===== src/rtl/core/pqem_pkg.sv =====
// shared types and constants for the extract-max priority queue
`timescale 1ns / 1ps

package pqem_pkg;

  localparam int CAPACITY = 128;
  localparam int ADDR_W   = $clog2(CAPACITY);
  localparam int COUNT_W  = $clog2(CAPACITY + 1);
  localparam int VALUE_W  = 32;
  localparam int PRI_W    = 16;
  localparam int ECOUNT_W = 8;

  localparam logic KIND_INSERT = 1'b0;
  localparam logic KIND_REMOVE = 1'b1;

  typedef logic [ADDR_W-1:0]  addr_t;
  typedef logic [COUNT_W-1:0] count_t;

  typedef enum logic [1:0] {
    ST_INSERTED = 2'd0,
    ST_REMOVED  = 2'd1,
    ST_FULL     = 2'd2,
    ST_EMPTY    = 2'd3
  } status_t;

  typedef struct packed {
    logic                      kind;
    logic signed [VALUE_W-1:0] item_value;
    logic signed [PRI_W-1:0]   item_priority;
  } in_item_t;

  typedef struct packed {
    status_t                   status;
    logic signed [VALUE_W-1:0] out_value;
    logic signed [PRI_W-1:0]   out_priority;
    logic [ECOUNT_W-1:0]       entry_count;
  } out_item_t;

  typedef struct packed {
    logic signed [VALUE_W-1:0] value;
    logic signed [PRI_W-1:0]   prio;
  } entry_t;

  typedef struct packed {
    logic   we;
    addr_t  waddr;
    entry_t wdata;
    addr_t  raddr;
  } mem_req_t;

endpackage


===== src/rtl/core/pqem_ctrl.sv =====
// sequencer: append, max scan and close-up shift over the entry store
`timescale 1ns / 1ps

module pqem_ctrl (
  input  logic                 clk,
  input  logic                 rst,
  input  logic                 req_valid,
  input  pqem_pkg::in_item_t   req,
  output logic                 req_stall,
  output pqem_pkg::mem_req_t   mem_req,
  input  pqem_pkg::entry_t     rd_data,
  output logic                 res_valid,
  output pqem_pkg::out_item_t  res,
  input  logic                 res_ready
);

  typedef enum logic [3:0] {
    S_IDLE  = 4'b0001,
    S_SCAN  = 4'b0010,
    S_SHIFT = 4'b0100,
    S_EMIT  = 4'b1000
  } state_t;

  state_t                   state;
  pqem_pkg::count_t         count;
  pqem_pkg::count_t         idx;
  pqem_pkg::addr_t          best_idx;
  pqem_pkg::entry_t         best;
  pqem_pkg::status_t        res_status;
  pqem_pkg::entry_t         res_entry;

  logic                     is_better;
  pqem_pkg::addr_t          scan_best_idx;
  pqem_pkg::entry_t         scan_best;
  logic                     scan_last;
  logic                     best_is_tail;
  pqem_pkg::count_t         last_idx;

  assign last_idx      = count - pqem_pkg::count_t'(1);
  // earliest wins on ties: only a strictly greater priority takes over
  assign is_better     = (idx == '0) || ($signed(rd_data.prio) > $signed(best.prio));
  assign scan_best_idx = is_better ? pqem_pkg::addr_t'(idx) : best_idx;
  assign scan_best     = is_better ? rd_data : best;
  assign scan_last     = (idx == last_idx);
  assign best_is_tail  = (pqem_pkg::count_t'(scan_best_idx) == last_idx);

  assign req_stall = (state != S_IDLE);
  assign res_valid = (state == S_EMIT);

  always_comb begin
    res.status       = res_status;
    res.out_value    = res_entry.value;
    res.out_priority = res_entry.prio;
    res.entry_count  = pqem_pkg::ECOUNT_W'(count);
  end

  always_comb begin
    mem_req.we          = 1'b0;
    mem_req.waddr       = pqem_pkg::addr_t'(count);
    mem_req.wdata.value = req.item_value;
    mem_req.wdata.prio  = req.item_priority;
    mem_req.raddr       = '0;
    case (state)
      S_IDLE: begin
        if (req_valid && req.kind == pqem_pkg::KIND_INSERT &&
            count != pqem_pkg::count_t'(pqem_pkg::CAPACITY)) begin
          mem_req.we = 1'b1;
        end
      end
      S_SCAN: begin
        if (scan_last) begin
          mem_req.raddr = pqem_pkg::addr_t'(scan_best_idx + pqem_pkg::addr_t'(1));
        end else begin
          mem_req.raddr = pqem_pkg::addr_t'(idx + pqem_pkg::count_t'(1));
        end
      end
      S_SHIFT: begin
        mem_req.we    = 1'b1;
        mem_req.waddr = pqem_pkg::addr_t'(idx);
        mem_req.wdata = rd_data;
        mem_req.raddr = pqem_pkg::addr_t'(idx + pqem_pkg::count_t'(2));
      end
      default: begin
        mem_req.raddr = '0;
      end
    endcase
  end

  always_ff @(posedge clk) begin
    if (rst) begin
      state <= S_IDLE;
      count <= '0;
    end else begin
      case (state)
        S_IDLE: begin
          if (req_valid) begin
            if (req.kind == pqem_pkg::KIND_INSERT) begin
              if (count == pqem_pkg::count_t'(pqem_pkg::CAPACITY)) begin
                res_status <= pqem_pkg::ST_FULL;
              end else begin
                res_status <= pqem_pkg::ST_INSERTED;
                count      <= count + pqem_pkg::count_t'(1);
              end
              res_entry <= '0;
              state     <= S_EMIT;
            end else if (count == '0) begin
              res_status <= pqem_pkg::ST_EMPTY;
              res_entry  <= '0;
              state      <= S_EMIT;
            end else begin
              idx   <= '0;
              state <= S_SCAN;
            end
          end
        end
        S_SCAN: begin
          best     <= scan_best;
          best_idx <= scan_best_idx;
          if (scan_last) begin
            res_status <= pqem_pkg::ST_REMOVED;
            res_entry  <= scan_best;
            if (best_is_tail) begin
              count <= last_idx;
              state <= S_EMIT;
            end else begin
              idx   <= pqem_pkg::count_t'(scan_best_idx);
              state <= S_SHIFT;
            end
          end else begin
            idx <= idx + pqem_pkg::count_t'(1);
          end
        end
        S_SHIFT: begin
          if (idx + pqem_pkg::count_t'(2) == count) begin
            count <= last_idx;
            state <= S_EMIT;
          end else begin
            idx <= idx + pqem_pkg::count_t'(1);
          end
        end
        S_EMIT: begin
          if (res_ready) begin
            state <= S_IDLE;
          end
        end
        default: begin
          state <= S_IDLE;
        end
      endcase
    end
  end

endmodule

===== config.mk =====
export PLATFORM = sky130hd
export DESIGN_NAME = pqem_ctrl
export DESIGN_NICKNAME = d
export VERILOG_FILES = /design/src/rtl/core/pqem_pkg.sv /design/src/rtl/core/pqem_ctrl.sv
export SDC_FILE = /design/constraint.sdc
export NUM_CORES = 1
export LEC_CHECK = 0
export ABC_AREA = 0
export BUFFER_PORTS_ARGS = -buffer_cell sky130_fd_sc_hd__buf_4
export CAP_MARGIN = 10
export CORE_MARGIN = 3
export CORE_UTILIZATION = 41
export CTS_CLUSTER_SIZE = 28
export DETAILED_ROUTE_END_ITERATION = 6
export MAX_ROUTING_LAYER = met4
export PLACE_DENSITY = 0.68
export RECOVER_POWER = 100
export SYNTH_ARGS = -nofsm -noshare
export SYNTH_HDL_FRONTEND = slang
export SYNTH_SLANG_ARGS = --single-unit

===== constraint.sdc =====
create_clock -name clk -period 7.15 [get_ports clk]
set_input_delay 0 -clock clk [delete_from_list [all_inputs] [get_ports clk]]
set_output_delay 0 -clock clk [all_outputs]
set_load 0.01 [all_outputs]

After elaboration in Yosys (flattened, before gate mapping)
Index checks and enable logic that the tools add are counted.

storage, ports and cells
  register bits = 125
  input port bits = 101
  output and inout port bits = 123

cells by class
  add/sub/neg operators = 5
  order comparisons = 1
  equality and inequality tests = 22
  mux-type cells = 40
  bitwise logic cells = 2
  reductions and logical operators = 12

operators with widths
  kind                 count
  $mux 48              5
  $mux 8               12
  $pmux 48 s2          1
  $mux 55              1
  $pmux 8 s3           2
  $mux 4               7
  $ne 2x2->1 const B   9
  $add 8x1->8 const B  2
  $eq 8x8->1           2
  $gt 16x16->1         1
  $logic_not 8->1      2
  $pmux 4 s4           1
  $mux 7               2
  $pmux 7 s2           1
  $reduce_and 7->1     2
  $mux 2               5
  $add 8x2->8 const B  1
  $eq 7x8->1           1
  $eq 8x8->1 const B   1
  $ne 8x8->1 const B   1
  $sub 8x1->8 const B  1
  $add 7x1->7 const B  1
  $ne 3x3->1 const B   2
  $reduce_and 5->1     1
  other kinds (16)     18

Logic depth before layout (Yosys ltp)
Gate-level depths: netlist of the first run.

  depth in word-level cells = 7
  depth in mapped cells = 16
  mapped depth without buffers = 14

Least setup slack after synthesis of the first run
OpenSTA, ideal clock, no wires.

  kind = register to register
  start point = reg count[0]
  end point = reg res_entry, in the netlist res[10] (enable)
  library setup time = 0.474 ns
  arrival time = 5.004 ns
  required time = 6.676 ns
  setup slack = 1.672 ns
  stages on the path, launching flop included = 12
  buffers on the path = 2
  cells stage by stage = dfxtp_1 > buf_2 > inv_1 > ha_1 > or3b_4 > or3_1 > buf_2 > xor2_1 > xnor2_1 > nor4_4 > nand2_1 > a21oi_1

between the ends
  longest elaborated chain between the ends = 4
  elaborated cells on any way between the ends = 6

ends and longest elaborated chain
  what                          RTL line          text
  start, declared               pqem_ctrl.sv:25   pqem_pkg::count_t count;
  start signal, assigned        pqem_ctrl.sv:102  count <= count + pqem_pkg::count_t'(1);
  start signal, assigned        pqem_ctrl.sv:123  count <= last_idx;
  start signal, assigned        pqem_ctrl.sv:135  count <= last_idx;
  $sub 8x1->8                   pqem_ctrl.sv:39   assign last_idx = count - pqem_pkg::count_t'(1);
  $eq 8x8->1                    pqem_ctrl.sv:44   assign scan_last = (idx == last_idx);
  $ne 2x2->1 (no line)          -
  $reduce_and 5->1 (no line) *  -
  end signal, assigned          pqem_ctrl.sv:121  res_entry <= scan_best;
  end, declared                 pqem_ctrl.sv:30   pqem_pkg::entry_t res_entry;

Every way passes the cells marked *; elsewhere a longest branch is shown, timed or not.
A chain may end at the register's enable or synchronous reset.

Final worst setup path of the first run
  start point = reg count[0]
  end point = reg res_entry, in the netlist res[52] (enable)

Same word-level chain as after synthesis.

==> results of run 1 <==
what timing repair did:
action	in CTS	in global routing
buffers inserted	0	0
hold buffers	50	0
hold endpoints to repair	54	0
worst paths after layout:
check	from	end	slack, ns	cells past startpoint
hold / removal	rd_data[0]	best[0]$_DFFE_PP_	0.11	3
setup / recovery	count[0]$_SDFFE_PP0P_	res[52]$_SDFFCE_PN0P_	1.76	10
hold reg to reg	best[27]$_DFFE_PP_	best[27]$_DFFE_PP_	0.56	1
setup reg to reg	count[0]$_SDFFE_PP0P_	res[52]$_SDFFCE_PN0P_	1.76	10
state kept, by name (all words and copies together) (netlist names):
| name | count |
|---|---|
| res | 48 |
| count | 8 |
| best | 48 |
| idx | 8 |
| state | 4 |
| best_idx | 7 |
| res_status | 2 |
layout by cell type, fill, tap and decap left out, types with 5 or more instances in the layout:
master and instances:
mux2_2 36, a21o_1 5, buf_4 106, dfxtp_1 12, inv_1 34, clkbuf_16 17, o22ai_1 8, xor2_1 21
nand2_1 179, nor2_1 39, or3_1 5, nor4_1 6, and2_1 28, a21oi_1 23, clkbuf_1 126, edfxtp_1 113
and2_0 28, ha_1 22, dlygate4sd3_1 50, nor3_1 7, o21ai_0 17, nand4_1 6, xnor2_1 22, nand3_1 13
mux2_1 16
power groups by stage:
stage / Clock, mW / Combinational, mW / Sequential, mW
6_report: 0.882 / 0.442 / 0.877
5_1_grt: 0.933 / 0.488 / 0.883
4_1_cts: 0.898 / 0.495 / 0.879
3_5_place_dp: 0 / 0.471 / 0.894
3_3_place_gp: 0 / 0.468 / 0.892
2_1_floorplan: 0 / 0.265 / 0.902
stage by stage:
| step | worst slack [ns] | util | total power, mW | instance area, sq um |
|---|---|---|---|---|
| 3_5_place_dp | 2.32 | 0.531 | 1.36 | 9270 |
| 4_1_cts | 2.28 | 0.594 | 2.27 | 10400 |
| 2_1_floorplan | 1.67 | - | 1.17 | 7410 |
| 3_3_place_gp | 2.45 | 0.531 | 1.36 | 9270 |
| 5_1_grt | 1.21 | 0.565 | 2.30 | 9870 |
| 6_report | 1.76 | 0.565 | 2.20 | 9870 |
cell families after synthesis:
logic type,synth area share
AND/OR/NAND/NOR,0.221
flip-flops,0.490
AO/OA/AOI/OAI,0.0756
buffers and inverters,0.0427
multiplexers,0.0830
XOR/XNOR,0.0508
adder cells (fa/ha/maj),0.0371
tightest hold or removal path: cells and delay by family:
kind / cells / cell delay [ns]
buf+inv: 2 / 0.15
compound gates: 1 / 0.24
cell type report:
class / instances / area share
flip-flops and latches: 125 / 0.368
multi-input cells: 545 / 0.349
repair buffers: 281 / 0.179
clock buffers: 18 / 0.0435
well taps: 225 / 0.0285
clock inverters: 14 / 0.0188
inverters: 34 / 0.0129
routing by layer:
metal / up-vias / routed length (microns) / share of wire
met1: 2960 / 9350 / 0.44
met2: 266 / 9860 / 0.47
met4: 0 / 405 / 0.019
met5: - / 0 / 0
met3: 35 / 1520 / 0.072
li1: 3124 / - / -
==> flow_metrics.tcl, run 1 <==
set metrics [dict create \
    outcome "complete, but fails checks" \
    violations "capacitance limit, slew limit" \
    fmax_mhz 186 \
    area_delta_synth_final_pct 33.1 \
    worstPathRequired_ns 7.24 \
    fin_crit_ns 5.39 \
    synthArstFlopShare 0 \
    powerDensity_mw_per_mm2 223 \
    nFillCells 1643 \
    coreArea_sq_mm 0.0175 \
    synth_area_leader_cell "edfxtp_1" \
    holdWs_ns 0.113 \
    min_path_type "input pin to flop" \
    cpPeakStageDelay_ns 1.50 \
    grt_pass1_wl_mm 33.4 \
    finalHoldViolCount 0 \
    synth_cell_type_count 69 \
    drc 0 \
    regArea_sq_mm 0.00363 \
    yosys.area.top_type_share 0.458 \
    grt_pass1_vias 6347 \
    die-area_sq_mm 0.0197 \
    viasPerCell 5.14 \
    dpl.cell_count 1160 \
    crit_path_cell_trace "inv_1, ha_1, or3b_1, or3_1, xor2_1, xnor2_1, nor4_4, nand2_1, a21oi_2, buf_4" \
    slew_headroom -0.909 \
    yosys_most_used_dff "edfxtp_1" \
    cts_sinks 125 \
    ant_nets 0 \
    synth_edf_count 113 \
    syn_inst 750 \
    die_h_microns 140 \
    maxSlewViolCount 223 \
    power_switching_uw 608 \
    p_leak_nw 3.95 \
    first_iter_violations 420 \
    drv_cap 5 \
    cp-start-kind "flop" \
    ctsResizeCount 0 \
    post_drt_wl_per_cell_microns 17.0 \
    netlist_top_cells_count "nand2_1 (179), edfxtp_1 (113), and2_1 (55)" \
    dp_hpwl_mm 14.7 \
    cp-end-kind "flop" \
    gr-usage-met1 0.285 \
    gr-usage-met2 0.342 \
    initial_core_util 0.424 \
    synth_area_sq_mm 0.00741 \
    synth_most_common_cell "nand2_1" \
    cts_buffer_depth 2 \
    ir_drop_uv 176 \
    multi_input_area_sq_mm 0.00345 \
    cts_made_buffers 17 \
    grtUsageMet3 0.0478 \
    grt_max_degree 63 \
    critPathSlowestCell "a21oi_2" \
    drive_gt1_frac 0.178 \
    crit_buf_inv 2 \
    synth_warnings 0 \
    combPwrFrac 0.201 \
    tightestPinTransition_ns 2.86 \
    grt.overflow.total 0 \
    rows 48 \
    cts_root_buffer "clkbuf_16" \
    die-width_microns 140 \
    switching_share 0.276 \
    ys_ff_latch 125 \
    seqPwrFrac 0.398 \
    clkPwrFrac 0.401 \
    vias 6385 \
    htreeDepth 4 \
    stdcell_count 1242 \
    clk_latency_ns 0.41 \
    port_buffers 223 \
    tns_ns 0 \
    rsz0062_at_grt "false" \
    tritoncts "built" \
    clock-skew-final_ns 0.0101 \
    syn-num-nets 873 \
    critPathTopFamily "simple AND/OR/NAND/NOR gates" \
    setup_viol 0 \
    diodes 0 \
    final_nets 1127 \
    final.period_utilization 0.754 \
    antenna_found_initial 0 \
    ios 224 \
    wl_mm 21.1 \
    seq_area_frac_synth 0.490 \
    p_int_mw 1.59 \
    cts.reportedPaths.clkPinSlew_ns 0.06 \
    path_class "flop to flop" \
    crit_fanout 31 \
    postSynthAreaPerCell_sq_um 9.89 \
    gr-max-usage-layer "met2" \
    grtUsageTotal 0.219 \
    place_congestion 0.893 \
    first_pass_iters 5 \
    arrival_ns 5.48 \
    synth.area.top_cells "edfxtp_1 (46%), nand2_1 (9.1%), mux2_2 (7.4%), and2_1 (4.6%), ha_1 (3.7%)" \
]
Power figures use the tool's default switching activity.
==> run 2: changes to the inputs <==
--- a/config.mk
+++ b/config.mk
@@ -5,7 +5,7 @@
 export SDC_FILE = /design/constraint.sdc
 export NUM_CORES = 1
 export LEC_CHECK = 0
-export ABC_AREA = 0
+export ABC_AREA = 1
 export BUFFER_PORTS_ARGS = -buffer_cell sky130_fd_sc_hd__buf_4
 export CAP_MARGIN = 10
 export CORE_MARGIN = 3
@@ -13,7 +13,7 @@
 export CTS_CLUSTER_SIZE = 28
 export DETAILED_ROUTE_END_ITERATION = 6
 export MAX_ROUTING_LAYER = met4
-export PLACE_DENSITY = 0.68
+export PLACE_DENSITY = 0.7
 export RECOVER_POWER = 100
 export SYNTH_ARGS = -nofsm -noshare
 export SYNTH_HDL_FRONTEND = slang
==> constraint.sdc (replaced) <==
create_clock -name clk -period 4.9 [get_ports clk]
set_input_delay 0 -clock clk [delete_from_list [all_inputs] [get_ports clk]]
set_output_delay 0 -clock clk [all_outputs]
set_load 0.01 [all_outputs]
==> flow_metrics.tcl, run 2 <==
set metrics [dict create \
    outcome "complete, but fails checks" \
    violations "capacitance limit, slew limit" \
    rows 48 \
    final.period_utilization 0.813 \
    synth_warnings 0 \
    dp_hpwl_mm 15.3 \
    postSynthAreaPerCell_sq_um 7.96 \
    grt.overflow.total 0 \
    stdcell_count 1402 \
    place_ws_ns 1.61 \
    nFillCells 1791 \
    ant_nets 0 \
    place_congestion 0.993 \
    wl_mm 20.9 \
    layout.cells.most_common_list "nand2_1 (205), inv_1 (169), o21ai_0 (130)" \
    power_mw 4.63 \
    diodes 0 \
    yosys.area.top_type_share 0.450 \
    yosys_most_used_dff "edfxtp_1" \
    viasPerCell 4.90 \
    synth_adder_area_share 0.0365 \
    final_nets 1287 \
    holdWs_ns 0.0205 \
    setup_viol 0 \
    clk_latency_ns 0.41 \
    drive_gt1_frac 0.139 \
    first_iter_violations 490 \
    seq_area_frac_synth 0.482 \
    slew_headroom -0.889 \
    worstPathRequired_ns 4.75 \
    synth_edf_count 113 \
    cts.reportedPaths.clkPinSlew_ns 0.06 \
    synth_xor_xnor_area_share 0.0312 \
    grtUsageTotal 0.217 \
    ctsResizeCount 0 \
    cts_sinks 125 \
    htreeDepth 4 \
    synth_compound_area_frac 0.116 \
    place_area_sq_mm 0.00937 \
    antenna_found_initial 0 \
    die-area_sq_mm 0.0200 \
    maxSlewViolCount 55 \
    crit_fanout 55 \
    tritoncts "built" \
    area_delta_synth_final_pct 26.9 \
    grt_pass1_wl_mm 33.6 \
    path_class "flop to flop" \
    grt_max_degree 70 \
    drc 0 \
    ir_drop_uv 261 \
    cp-start-kind "flop" \
    synth_cell_type_count 41 \
    arrival_ns 3.83 \
    synth.area.top_cells "edfxtp_1 (45%), nand2_1 (9.9%), o21ai_0 (8.6%), inv_1 (8.4%), nor2_1 (4.6%)" \
    vias 6867 \
    die_h_microns 142 \
    syn-num-nets 1070 \
    dpl.cell_count 1356 \
    cts_buffer_depth 2 \
    worst_slack_ns 0.916 \
    final_cell_area_sq_mm 0.00956 \
    powerDensity_mw_per_mm2 484 \
    cp-end-kind "flop" \
    finalHoldViolCount 0 \
    ios 224 \
    fmax_mhz 251 \
    synth_area_leader_cell "edfxtp_1" \
    port_buffers 223 \
    synth_most_common_cell "nand2_1" \
    synth-simple-area-share 0.218 \
    p_leak_nw 4.36 \
    initial_core_util 0.427 \
    cts_root_buffer "clkbuf_16" \
    ys_ff_latch 125 \
    fin_crit_ns 3.98 \
    synth_top_family_by_area "simple AND/OR/NAND/NOR gates" \
    first_pass_iters 5 \
    synth_area_sq_mm 0.00754 \
    clock-skew-final_ns 0.00783 \
    fin_util 0.542 \
    synthArstFlopShare 0 \
    grt_pass1_vias 6774 \
    die-width_microns 142 \
    min_path_type "input pin to flop" \
    drv_cap 1 \
    synth_mux_area_frac 0 \
    syn_inst 947 \
    cts_made_buffers 17 \
    tns_ns 0 \
    tightestPinTransition_ns 2.83 \
    mostFrequentLayoutCell "nand2_1" \
    post_drt_wl_per_cell_microns 14.9 \
    coreArea_sq_mm 0.0177 \
    netlist_top_cells_count "nand2_1 (198), inv_1 (168), o21ai_0 (129)" \
    rsz0062_at_grt "false" \
]
run 2: changes by cell type after synthesis, sizes merged, moves of 29 or more:
cell,change
inv,+141
and2,-56
nand3,+38
nand2,+29
o21ai,+113
nor2,+56
mux2,-52
run 2: area by class of cell:
cell class	instances	area (sq um)	share of cell area
Tap cell	225	282	0.0294
Inverter	176	662	0.0692
Clock buffer	17	425	0.0445
Timing Repair Buffer	245	1420	0.149
Clock inverter	15	136	0.0143
Sequential cell	125	3630	0.380
Multi-Input combinational cell	599	3000	0.314
run 2: power breakdown:
part | total (mW) | internal [mW] | switching, mW
Clock | 1.20 | 0.704 | 0.500
Combinational | 1.81 | 0.598 | 1.21
Sequential | 1.61 | 1.46 | 0.155
Total | 4.63 | 2.76 | 1.87
run 2: cells by family after synthesis:
logic type,after synthesis
buf+inv,223
simple gates,382
fa+ha+maj,22
compound gates,169
xor+xnor,26
flops,125
run 2: final timing paths:
check                                            from               endpoint  slack, ns  cells after the start
worst max register to register  state[2]$_SDFFE_PP0P_      best[7]$_DFFE_PP_       0.92                      7
worst max-delay path            state[2]$_SDFFE_PP0P_      best[7]$_DFFE_PP_       0.92                      7
worst min register to register  count[7]$_SDFFE_PP0P_  count[7]$_SDFFE_PP0P_       0.57                      2
worst min-delay path                      rd_data[23]     best[23]$_DFFE_PP_       0.02                      5
run 2: timing repair:
action | in CTS | in global routing
hold buffers | 14 | 0
setup buffers | 0 | 0
hold endpoints to repair | 13 | 0
run 2: metal layers:
| metal | wire [microns] | global-route usage | vias to the layer above | share of wire |
|---|---|---|---|---|
| met2 | 10200 | 0.357 | 249 | 0.49 |
| met5 | 0 | - | - | 0 |
| met1 | 8600 | 0.260 | 3106 | 0.41 |
| met3 | 1660 | 0.0607 | 29 | 0.080 |
| met4 | 420 | 0.0662 | 0 | 0.020 |
| li1 | - | - | 3483 | - |
run 2: critical path, cell delays in order (launching register included):
cell	delay [ns]
dfxtp_1	0.39
nor2_1	0.09
inv_1	0.06
nor3_1	0.05
inv_2	0.04
clkbuf_1	1.99
nor2_4	-0.13
clkbuf_2	0.86
==> run 3: changes to the inputs <==
==> constraint.sdc (replaced) <==
create_clock -name clk -period 3.3 [get_ports clk]
set_input_delay 0 -clock clk [delete_from_list [all_inputs] [get_ports clk]]
set_output_delay 0 -clock clk [all_outputs]
set_load 0.01 [all_outputs]
==> flow_metrics.tcl, run 3 (same netlist as run 2, synthesis figures left out) <==
set metrics [dict create \
    outcome "finished, final reports clean" \
    powerDensity_mw_per_mm2 726 \
    place_area_sq_mm 0.00947 \
    first_pass_iters 5 \
    diodes 0 \
    grtUsageTotal 0.218 \
    setup_viol 0 \
    htreeDepth 4 \
    final.period_utilization 0.961 \
    fin_crit_ns 3.17 \
    power_mw 7.36 \
    maxSlewViolCount 0 \
    die-width_microns 142 \
    r2r_cells 19 \
    vias 7026 \
    min_path_type "input pin to flop" \
    ir_drop_uv 420 \
    dpl.cell_count 1368 \
    multi_input_area_sq_mm 0.00317 \
    ios 224 \
    final_cell_area_sq_mm 0.0101 \
    fmax_mhz 315 \
    slew_headroom 0.499 \
    crit_start "best[11]$_DFFE_PP_" \
    post_drt_wl_per_cell_microns 15.3 \
    die-area_sq_mm 0.0200 \
    drc 0 \
    grt_pass1_vias 6582 \
    die_h_microns 142 \
    finalHoldViolCount 0 \
    coreArea_sq_mm 0.0177 \
    cts_buffer_depth 2 \
    min_from "rd_data[44]" \
    grt.overflow.total 0 \
    clock-skew-final_ns 0.00770 \
    port_buffers 223 \
    holdPathEnd "best[44]$_DFFE_PP_" \
    cp-end-kind "flop" \
    drv_cap 0 \
    wl_mm 21.6 \
    mostFrequentLayoutCell "nand2_1" \
    reg2reg_from "best[11]$_DFFE_PP_" \
    regArea_sq_mm 0.00363 \
    viasPerCell 4.97 \
    grt_pass1_wl_mm 33.5 \
    area_delta_synth_final_pct 34.5 \
    tightestPinTransition_ns 0.749 \
    p_leak_nw 4.72 \
    r2r_slack_ns 0.13 \
    final_nets 1300 \
    arrival_ns 3.53 \
    cp-start-kind "flop" \
    ant_nets 0 \
    r2r_end "state[3]$_SDFFE_PP0P_" \
    cts_root_buffer "clkbuf_16" \
    worstPathRequired_ns 3.65 \
    cts_sinks 125 \
    rows 48 \
    crit_fanout 4 \
    stdcell_count 1415 \
    place_congestion 0.951 \
    initial_core_util 0.427 \
    grt_max_degree 62 \
    cts_made_buffers 17 \
    clk_latency_ns 0.41 \
    tns_ns 0 \
    drive_gt1_frac 0.236 \
    cts.reportedPaths.clkPinSlew_ns 0.06 \
    dp_hpwl_mm 15.9 \
    nFillCells 1681 \
    first_iter_violations 449 \
    antenna_found_initial 0 \
    path_class "flop to flop" \
    tritoncts "built" \
    layout.cells.most_common_list "nand2_1 (192), buf_4 (187), inv_1 (164)" \
    hold_depth 5 \
    rsz0062_at_grt "true" \
]
## run 3: cell types whose count changed in the layout (fill, tap and decap cells not counted), moves of 5 or more
cell | before | now
inv_1 | 169 | 164
clkbuf_1 | 122 | 58
dlygate4sd3_1 | 14 | 9
nand2_2 | 2 | 11
nand2_1 | 205 | 192
buf_4 | 106 | 187
## run 3: per-stage QoR
| step | hold slack (ns) | util | setup WS [ns] |
|---|---|---|---|
| 2_1_floorplan | 0.0691 | - | 0.111 |
| 6_report | 0.0209 | 0.574 | 0.128 |
| 4_1_cts | 0.0000341 | 0.578 | 0.00759 |
| 3_3_place_gp | 0.225 | 0.536 | 0.445 |
| 3_5_place_dp | 0.226 | 0.536 | 0.327 |
| 5_1_grt | 0.0269 | 0.574 | -0.0693 |
## run 3: layout make-up
cell class              instances  share of cell area
clock buffers                  17              0.0419
clock inverters                15              0.0181
inverters                     176              0.0655
multi-input cells             599               0.312
flip-flops and latches        125               0.358
well taps                     225              0.0278
repair buffers                258               0.176
## run 3: worst max-delay path by stage
| stage | depth (start not counted) | end | slack [ns] |
|---|---|---|---|
| floorplan | 7 | best[0]$_DFFE_PP_ | 0.11 |
| global placement | 19 | mem_req[6] | 0.45 |
| detailed placement | 17 | idx[4]$_DFFE_PP_ | 0.33 |
| CTS | 17 | mem_req[2] | 0.008 |
| global route | 21 | state[3]$_SDFFE_PP0P_ | -0.07 |
| finish | 19 | state[3]$_SDFFE_PP0P_ | 0.13 |
## run 3: routing by layer
layer | part of all wire | up-vias | wire length [microns] | global-route usage
met2 | 0.49 | 273 | 10500 | 0.362
met1 | 0.42 | 3213 | 9100 | 0.263
li1 | - | 3516 | - | -
met3 | 0.078 | 24 | 1690 | 0.0613
met5 | 0 | - | 0 | -
met4 | 0.016 | 0 | 350 | 0.0591
## run 3: what timing repair did
| action | CTS | global route |
|---|---|---|
| resized for setup | 5 | 30 |
| setup endpoints to repair | 3 | 8 |
| hold buffers | 9 | 0 |
| buffers inserted | 1 | 5 |
| pin swaps | 0 | 12 |
| endpoints found under the hold margin | 21 | 0 |
## run 3: where the power goes
group	switching (mW)	internal, mW
clock	0.742	1.20
combinational	1.94	1.12
sequential	0.192	2.17
## run 3: critical path: stages, from the launching register on
cell and delay (ns):
edfxtp_1 0.38, inv_1 0.07, ha_1 0.24, a21oi_1 0.16
nand2_1 0.09, a21oi_2 0.22, nand2_2 0.08, nand2_2 0.10
nand3_4 0.12, nand3_1 0.20, nand2_4 0.11, buf_12 0.14
nand2_1 0.05, nand3_1 0.08, nor2_2 0.15, nand3_1 0.11
nand2_1 0.08, nand2_1 0.06, a21oi_1 0.12, dlygate4sd3_1 0.55
